==> src/darl_pkg.sv <==
// Shared types and constants for the door access relay/lockout block.
// No dependencies; used by every module in src and by the checker.
`default_nettype none

package darl_pkg;

    localparam int unsigned ATTEMPT_LEVELS = 13;
    localparam int unsigned LEVEL_W        = 4;
    localparam int unsigned PENALTY_W      = 7;
    localparam int unsigned MS_W           = 16;
    localparam int unsigned UNIT_W         = 12;
    localparam int unsigned LOCK_W         = 19;
    localparam int unsigned CFG_ADDR_W     = 3;

    localparam logic [LEVEL_W-1:0] MAX_LEVEL = LEVEL_W'(ATTEMPT_LEVELS - 1);

    // reset values of the configuration registers
    localparam logic [MS_W-1:0]   RELAY_ONE_RST = MS_W'(1000);
    localparam logic [MS_W-1:0]   RELAY_TWO_RST = MS_W'(1000);
    localparam logic [MS_W-1:0]   PROMPT_RST    = MS_W'(10000);
    localparam logic [MS_W-1:0]   PEN_BASE_RST  = MS_W'(3000);
    localparam logic [UNIT_W-1:0] PEN_UNIT_RST  = UNIT_W'(1000);

    typedef enum logic [CFG_ADDR_W-1:0] {
        CFG_RELAY_ONE = 3'd0,
        CFG_RELAY_TWO = 3'd1,
        CFG_PROMPT    = 3'd2,
        CFG_PEN_BASE  = 3'd3,
        CFG_PEN_UNIT  = 3'd4
    } t_cfg_addr;

    typedef enum logic {
        CMD_TICK = 1'b0,
        CMD_CARD = 1'b1
    } t_cmd;

    typedef enum logic [2:0] {
        SND_NONE     = 3'd0,
        SND_WAITING  = 3'd1,
        SND_ACCEPTED = 3'd2,
        SND_DENIED_1 = 3'd3,
        SND_DENIED_2 = 3'd4,
        SND_DENIED_N = 3'd5
    } t_sound;

    typedef logic [PENALTY_W-1:0] t_pen_table [ATTEMPT_LEVELS];

    localparam t_pen_table PENALTY_TABLE = '{
        7'd1, 7'd3, 7'd4, 7'd5, 7'd8, 7'd12, 7'd17,
        7'd23, 7'd30, 7'd38, 7'd47, 7'd57, 7'd68
    };

    function automatic logic [PENALTY_W-1:0] penalty_entry(input logic [LEVEL_W-1:0] level);
        logic [LEVEL_W-1:0] idx;
        idx = (level > MAX_LEVEL) ? MAX_LEVEL : level;
        return PENALTY_TABLE[idx];
    endfunction

endpackage

`default_nettype wire

==> src/darl_penalty.sv <==
// Lockout length for an invalid card: base + table[level] * unit.
// Depends on darl_pkg.
`default_nettype none

module darl_penalty (
    input  wire logic [darl_pkg::LEVEL_W-1:0] i_level,
    input  wire logic [darl_pkg::MS_W-1:0]    i_base,
    input  wire logic [darl_pkg::UNIT_W-1:0]  i_unit,
    output logic      [darl_pkg::LOCK_W-1:0]  o_lockout
);

    logic [darl_pkg::PENALTY_W-1:0] entry;
    logic [darl_pkg::LOCK_W-1:0]    prod;

    always_comb begin
        entry     = darl_pkg::penalty_entry(i_level);
        prod      = darl_pkg::LOCK_W'(entry) * darl_pkg::LOCK_W'(i_unit);
        o_lockout = prod + darl_pkg::LOCK_W'(i_base);
    end

endmodule

`default_nettype wire

==> src/door_access_relay_lockout.sv <==
// Top level of the door access controller: relay sequencing, penalty lockout,
// waiting prompt. Depends on darl_pkg and darl_penalty.
//
//  channel  | direction | tdata (lsb up)                          | tuser
//  s_axis   | in        | card_valid, pad to 8                    | command
//  m_axis   | out       | relay_one_on, relay_two_on,             | -
//           |           | sound_request[2:0], locked_out,         |
//           |           | card_ignored, attempt_level[3:0], pad   |
//  cfg      | in        | i_cfg_addr selects, i_cfg_wdata[15:0]   | -
//
// One beat per cycle unless stalled; results show the cycle after the beat.
// State updates and the result register load in the same single pass.
// s_axis_tready is low only while a result waits and m_axis_tready is low.
// Synchronous active-low reset restores register defaults and idle state.
`default_nettype none

module door_access_relay_lockout (
    input  wire logic                              i_clk,
    input  wire logic                              i_rst_n,
    input  wire logic                              i_cfg_we,
    input  wire logic [darl_pkg::CFG_ADDR_W-1:0]   i_cfg_addr,
    input  wire logic [darl_pkg::MS_W-1:0]         i_cfg_wdata,
    input  wire logic                              s_axis_tvalid,
    output logic                                   s_axis_tready,
    input  wire logic [7:0]                        s_axis_tdata,  // card_valid
    input  wire logic                              s_axis_tuser,  // command
    output logic                                   m_axis_tvalid,
    input  wire logic                              m_axis_tready,
    // relay_one_on, relay_two_on, sound_request[2:0], locked_out,
    // card_ignored, attempt_level[3:0]
    output logic      [15:0]                       m_axis_tdata
);

    typedef enum logic [1:0] {
        PH_IDLE = 2'd0,
        PH_ONE  = 2'd1,
        PH_TWO  = 2'd2
    } t_phase;

    localparam int unsigned MS_W = darl_pkg::MS_W;

    logic [MS_W-1:0]                 r_relay_one, r_relay_two, r_prompt, r_pen_base;
    logic [darl_pkg::UNIT_W-1:0]     r_pen_unit;

    t_phase                          r_phase, n_phase;
    logic [MS_W-1:0]                 r_elapsed, n_elapsed;
    logic [darl_pkg::LEVEL_W-1:0]    r_level, n_level;
    logic [darl_pkg::LOCK_W-1:0]     r_lock, n_lock;
    logic [MS_W-1:0]                 r_uptime, n_uptime;
    logic                            r_card_seen, n_card_seen;
    logic                            r_prompt_given, n_prompt_given;

    logic                            r_m_valid;
    logic [15:0]                     r_m_data, n_m_data;

    logic [darl_pkg::LOCK_W-1:0]     penalty;
    logic [MS_W-1:0]                 elapsed_inc;
    darl_pkg::t_sound                sound;
    logic                            ignored;
    logic                            accept;

    darl_penalty u_penalty (
        .i_level   (r_level),
        .i_base    (r_pen_base),
        .i_unit    (r_pen_unit),
        .o_lockout (penalty)
    );

    assign s_axis_tready = !r_m_valid || m_axis_tready;
    assign accept        = s_axis_tvalid && s_axis_tready;
    assign m_axis_tvalid = r_m_valid;
    assign m_axis_tdata  = r_m_data;

    always_comb begin
        n_phase        = r_phase;
        n_elapsed      = r_elapsed;
        n_level        = r_level;
        n_lock         = r_lock;
        n_uptime       = r_uptime;
        n_card_seen    = r_card_seen;
        n_prompt_given = r_prompt_given;
        sound          = darl_pkg::SND_NONE;
        ignored        = 1'b0;
        elapsed_inc    = (r_elapsed != '1) ? r_elapsed + MS_W'(1) : r_elapsed;

        if (darl_pkg::t_cmd'(s_axis_tuser) == darl_pkg::CMD_TICK) begin
            if (r_uptime != '1) begin
                n_uptime = r_uptime + MS_W'(1);
            end
            if (r_lock != '0) begin
                n_lock = r_lock - darl_pkg::LOCK_W'(1);
            end
            case (r_phase)
                PH_ONE: begin
                    if (elapsed_inc >= r_relay_one) begin
                        n_phase   = PH_TWO;
                        n_elapsed = '0;
                    end else begin
                        n_elapsed = elapsed_inc;
                    end
                end
                PH_TWO: begin
                    if (elapsed_inc >= r_relay_two) begin
                        n_phase   = PH_IDLE;
                        n_elapsed = '0;
                    end else begin
                        n_elapsed = elapsed_inc;
                    end
                end
                default: ;
            endcase
            if (n_uptime > r_prompt && !r_prompt_given && !r_card_seen) begin
                sound          = darl_pkg::SND_WAITING;
                n_prompt_given = 1'b1;
            end
        end else if (r_lock != '0) begin
            ignored = 1'b1;
        end else begin
            n_card_seen = 1'b1;
            if (s_axis_tdata[0]) begin
                n_level   = '0;
                sound     = darl_pkg::SND_ACCEPTED;
                n_phase   = PH_ONE;
                n_elapsed = '0;
            end else begin
                if (r_level == darl_pkg::LEVEL_W'(0)) begin
                    sound = darl_pkg::SND_DENIED_1;
                end else if (r_level == darl_pkg::LEVEL_W'(1)) begin
                    sound = darl_pkg::SND_DENIED_2;
                end else begin
                    sound = darl_pkg::SND_DENIED_N;
                end
                n_lock = penalty;
                if (r_level < darl_pkg::MAX_LEVEL) begin
                    n_level = r_level + darl_pkg::LEVEL_W'(1);
                end
            end
        end

        n_m_data = {5'b0, n_level, ignored, (n_lock != '0), sound,
                    (n_phase == PH_TWO), (n_phase == PH_ONE)};
    end

    always_ff @(posedge i_clk) begin
        if (!i_rst_n) begin
            r_relay_one    <= darl_pkg::RELAY_ONE_RST;
            r_relay_two    <= darl_pkg::RELAY_TWO_RST;
            r_prompt       <= darl_pkg::PROMPT_RST;
            r_pen_base     <= darl_pkg::PEN_BASE_RST;
            r_pen_unit     <= darl_pkg::PEN_UNIT_RST;
            r_phase        <= PH_IDLE;
            r_elapsed      <= '0;
            r_level        <= '0;
            r_lock         <= '0;
            r_uptime       <= '0;
            r_card_seen    <= 1'b0;
            r_prompt_given <= 1'b0;
            r_m_valid      <= 1'b0;
        end else begin
            if (i_cfg_we) begin
                case (darl_pkg::t_cfg_addr'(i_cfg_addr))
                    darl_pkg::CFG_RELAY_ONE: r_relay_one <= i_cfg_wdata;
                    darl_pkg::CFG_RELAY_TWO: r_relay_two <= i_cfg_wdata;
                    darl_pkg::CFG_PROMPT:    r_prompt    <= i_cfg_wdata;
                    darl_pkg::CFG_PEN_BASE:  r_pen_base  <= i_cfg_wdata;
                    darl_pkg::CFG_PEN_UNIT:
                        r_pen_unit <= i_cfg_wdata[darl_pkg::UNIT_W-1:0];
                    default: ;
                endcase
            end
            if (accept) begin
                r_phase        <= n_phase;
                r_elapsed      <= n_elapsed;
                r_level        <= n_level;
                r_lock         <= n_lock;
                r_uptime       <= n_uptime;
                r_card_seen    <= n_card_seen;
                r_prompt_given <= n_prompt_given;
                r_m_valid      <= 1'b1;
            end else if (m_axis_tready) begin
                r_m_valid      <= 1'b0;
            end
        end
    end

    always_ff @(posedge i_clk) begin
        if (accept) begin
            r_m_data <= n_m_data;
        end
    end

endmodule

`default_nettype wire

==> config.mk <==
export PLATFORM = sky130hd
export DESIGN_NAME = door_access_relay_lockout
export DESIGN_NICKNAME = d
export VERILOG_FILES = /design/src/darl_pkg.sv /design/src/darl_penalty.sv /design/src/door_access_relay_lockout.sv
export SDC_FILE = /design/constraint.sdc
export NUM_CORES = 1
export LEC_CHECK = 0
export BUFFER_PORTS_ARGS = -buffer_cell sky130_fd_sc_hd__buf_4
export CAP_MARGIN = 30
export CORE_ASPECT_RATIO = 0.9
export CORE_MARGIN = 5
export CORE_UTILIZATION = 51
export CTS_CLUSTER_DIAMETER = 30
export DETAILED_ROUTE_END_ITERATION = 10
export GPL_TIMING_DRIVEN = 1
export PLACE_DENSITY = 0.71
export SLEW_MARGIN = 25
export SYNTH_ARGS = -nofsm -noshare
export SYNTH_HDL_FRONTEND = slang
export SYNTH_HIERARCHICAL = 1
export SYNTH_SLANG_ARGS = --single-unit
==> constraint.sdc <==
create_clock -name i_clk -period 7.1 [get_ports i_clk]
set_input_delay 0.355 -clock i_clk [delete_from_list [all_inputs] [get_ports i_clk]]
set_output_delay 0.355 -clock i_clk [all_outputs]
set_load 0.005 [all_outputs]
==> flow_summary.json <==
{
  "ys_top_cells_by_area": "dfxtp_1 (23%), fa_1 (11%), ha_1 (11%)",
  "synthDistinctLibCells": 84,
  "p_clk_share_pct": 37.7,
  "netlist_instances": 1459,
  "switching_share_pct": 32.36,
  "core_sq_um": 22510,
  "holdBufCountCts": 0,
  "intPower_mw": 1.543,
  "final.period_utilization_pct": 94.60,
  "netlist.area_leader.share_pct": 23.33,
  "post-dp-hpwl_microns": 21690,
  "synth_enable_flop_cells": 11,
  "worst_pin_slew_ps": 943.4,
  "finalSetupViolations": 0,
  "drtIter0Drc": 600,
  "path_clk_slew_ps": 70,
  "timing.clock.skew_ps": 19.28,
  "placement.cell_area_sq_um": 12270,
  "critical_path.endpoint_type": "flip-flop",
  "grt_max_degree": 83,
  "critPathKind": "reg2reg",
  "yosysTopAreaCell": "dfxtp_1",
  "r2r.worst_path.cells": 28,
  "routedWlPerCell_microns": 16.23,
  "hold-worst-slack_ps": 198.4,
  "antenna_violating_nets_post_route": 0,
  "critPathTopFamily": "adder cells",
  "initial_core_utilization_pct": 51.85,
  "synth.ff_latch_count": 147,
  "clock.fmax_ghz": 0.1489,
  "sequential_area_share_after_synthesis_pct": 26.16,
  "number_of_buffers_on_the_longest_clock_path": 2,
  "switching_power_uw": 738.1,
  "num_rows": 52,
  "arrival_ps": 6890,
  "flow.area_growth_from_synthesis_pct": 10.78,
  "drc": 0,
  "p_comb_share_pct": 23.1,
  "final-max-slew-violation-count": 0,
  "avgSynthCellArea_sq_um": 8.000,
  "yosysMostFrequentCell": "nand2_1",
  "critical-path-top-cell-by-count": "inv_1",
  "post_layout_minimum_cycle_time_ps": 6717,
  "power-per-cell-area_nw_per_um2": 176.4,
  "drive_gt1_share_pct": 9.321,
  "max_stage_delay_ps": 530,
  "pwr-share-seq_pct": 39.2,
  "min-delay-path-class": "in2reg",
  "power.ir.vdd_worst_mv": 0.1366,
  "diodes": 0,
  "die_x_microns": 169.5,
  "die-area_sq_um": 26020,
  "critical_path.max_fanout": 5,
  "netlist_area_sq_um": 11670,
  "synth_top_flop_cell": "dfxtp_1",
  "crit_cells": 28,
  "yosys-top-cells-count": "nand2_1 (245), inv_1 (171), dfxtp_1 (136), a21oi_1 (105), ha_1 (99)",
  "cts-root-buf": "clkbuf_16",
  "finish.net_count": 1686,
  "drtPass1Iterations": 5,
  "startpoint_type": "flip-flop",
  "num_io_pins": 51,
  "yosysWarnings": 6,
  "finish.instance_area_sq_um": 12930,
  "max_slew_margin_pct": 37.11,
  "cp.buffers_inverters": 7,
  "async_flop_share_pct": 0,
  "portBuffers": 38,
  "number_of_global_route_vias_before_repair": 9865,
  "numCtsBuffers": 17,
  "antenna_found_initial": 0,
  "num_vias": 10117,
  "clock_tree_from_tritoncts": "built",
  "hold_path_depth": 3,
  "max_cap_violations": 0,
  "slowest_stage": "fa_1",
  "post_drt_via_cell_ratio": 5.624,
  "cts_sinks": 147,
  "gr-total-overflow": 0,
  "cts_max_level": 4,
  "worst-endpoint-required_ps": 7270,
  "wirelength_microns": 29190,
  "worst_skew_pair.late_latency_ps": 430,
  "globalplace.congestion": 0.9095,
  "global_route_wire_length_before_repair_microns": 48780,
  "grt_overall_usage_pct": 22.67,
  "die_h_microns": 153.5,
  "power.static_leakage_nw": 5.707,
  "finalHoldViolCount": 0,
  "status": "finished, final reports clean"
}
[worst min-delay path: cells and delay by family]
family	cells	cell delay [ps]
simple gates	2	120
buf+inv	1	110
[sequential cells by signal, indices dropped and copies added (netlist names), 12 cells and up]
| signal | cells |
|---|---|
| r_relay_one | 16 |
| r_relay_two | 16 |
| r_lock | 19 |
| r_pen_base | 16 |
| r_uptime | 16 |
| r_prompt | 16 |
| r_elapsed | 16 |
| r_pen_unit | 12 |
[area by class of cell]
| class | instances | area [sq um] |
|---|---|---|
| Clock buffer | 21 | 460.4 |
| Clock inverter | 11 | 90.09 |
| Fill cell | 2086 | 9580 |
| Inverter | 173 | 649.4 |
| Multi-Input combinational cell | 1075 | 7744 |
| Sequential cell | 147 | 3055 |
| Tap cell | 297 | 371.6 |
| Timing Repair Buffer | 75 | 560.5 |
[stage by stage]
stage,std cells,util [%],setup slack [ps],setup TNS (ps),power [mW]
global route,1799,57.44,-14.65,-14.65,2.396
detailed placement,1761,54.51,221.3,0,1.417
CTS,1793,56.96,184.9,0,2.274
finish,1799,57.44,383.1,0,2.281
floorplan,1463,-,307.7,0,1.269
global placement,1761,54.51,311.2,0,1.407
[per-layer routing]
layer  wire (microns)  global-route usage, %  share of wire [%]  up-vias
met5                0                      0                  0        -
met4             1003                  9.007                3.4        0
met3             1456                  3.415                5.0       69
met2            13710                  37.70                 47      284
met1            13030                  29.69                 45     4785
li1                 -                      -                  -     4979
[power groups by stage]
stage / Sequential [mW] / Combinational [mW] / Clock (mW)
final: 0.894 / 0.526 / 0.860
after global routing: 0.898 / 0.587 / 0.911
after detailed placement: 0.912 / 0.504 / 0
after floorplan: 0.905 / 0.364 / 0
after global placement: 0.911 / 0.495 / 0
after CTS: 0.894 / 0.508 / 0.873
[path summary, 6_finish.rpt]
path	from	to	slack, ps
setup reg to reg	r_level[1]$_SDFFE_PN0P_	m_axis_tdata[5]$_DFFE_PP_	380
hold reg to reg	r_relay_one[12]$_SDFFE_PN0P_	r_relay_one[12]$_SDFFE_PN0P_	450
hold / removal	i_cfg_wdata[4]	r_pen_base[4]$_SDFFE_PN1P_	200
setup / recovery	r_level[1]$_SDFFE_PN0P_	m_axis_tdata[5]$_DFFE_PP_	380
[cells by family after synthesis]
logic type      Yosys count  synth area share (%)
compound gates          274                 15.50
xor+xnor                 42                 3.151
fa+ha+maj               164                 21.76
buf+inv                 241                 8.179
flops                   147                 26.16
mux                      13                 1.168
other cells               1               0.03213
simple gates            577                 24.05
[cell usage in the layout (no fill, tap or decap), types with 10 or more instances in the layout]
cell,Yosys,layout
fa_1,65,65
o211ai_1,25,25
inv_1,171,171
o21ai_0,26,24
nand2_1,245,245
clkbuf_16,0,17
a21oi_1,105,103
ha_1,99,97
and2_1,49,48
edfxtp_1,11,11
nor3_1,28,28
and3_1,20,20
a31oi_1,11,11
a32o_1,10,10
a21o_1,17,17
xnor2_1,31,31
nor2b_1,13,13
dfxtp_1,136,134
buf_4,8,74
nor2_1,78,78
nand2b_1,18,18
nand3_1,54,54
xor2_1,11,11
nand4_1,23,23
[what timing repair did]
action                                  in CTS  in global routing
buffers inserted                             0                  5
endpoints found under the setup margin       0                  1
resized for setup                            0                 17
(Power assumes the default switching activity.)
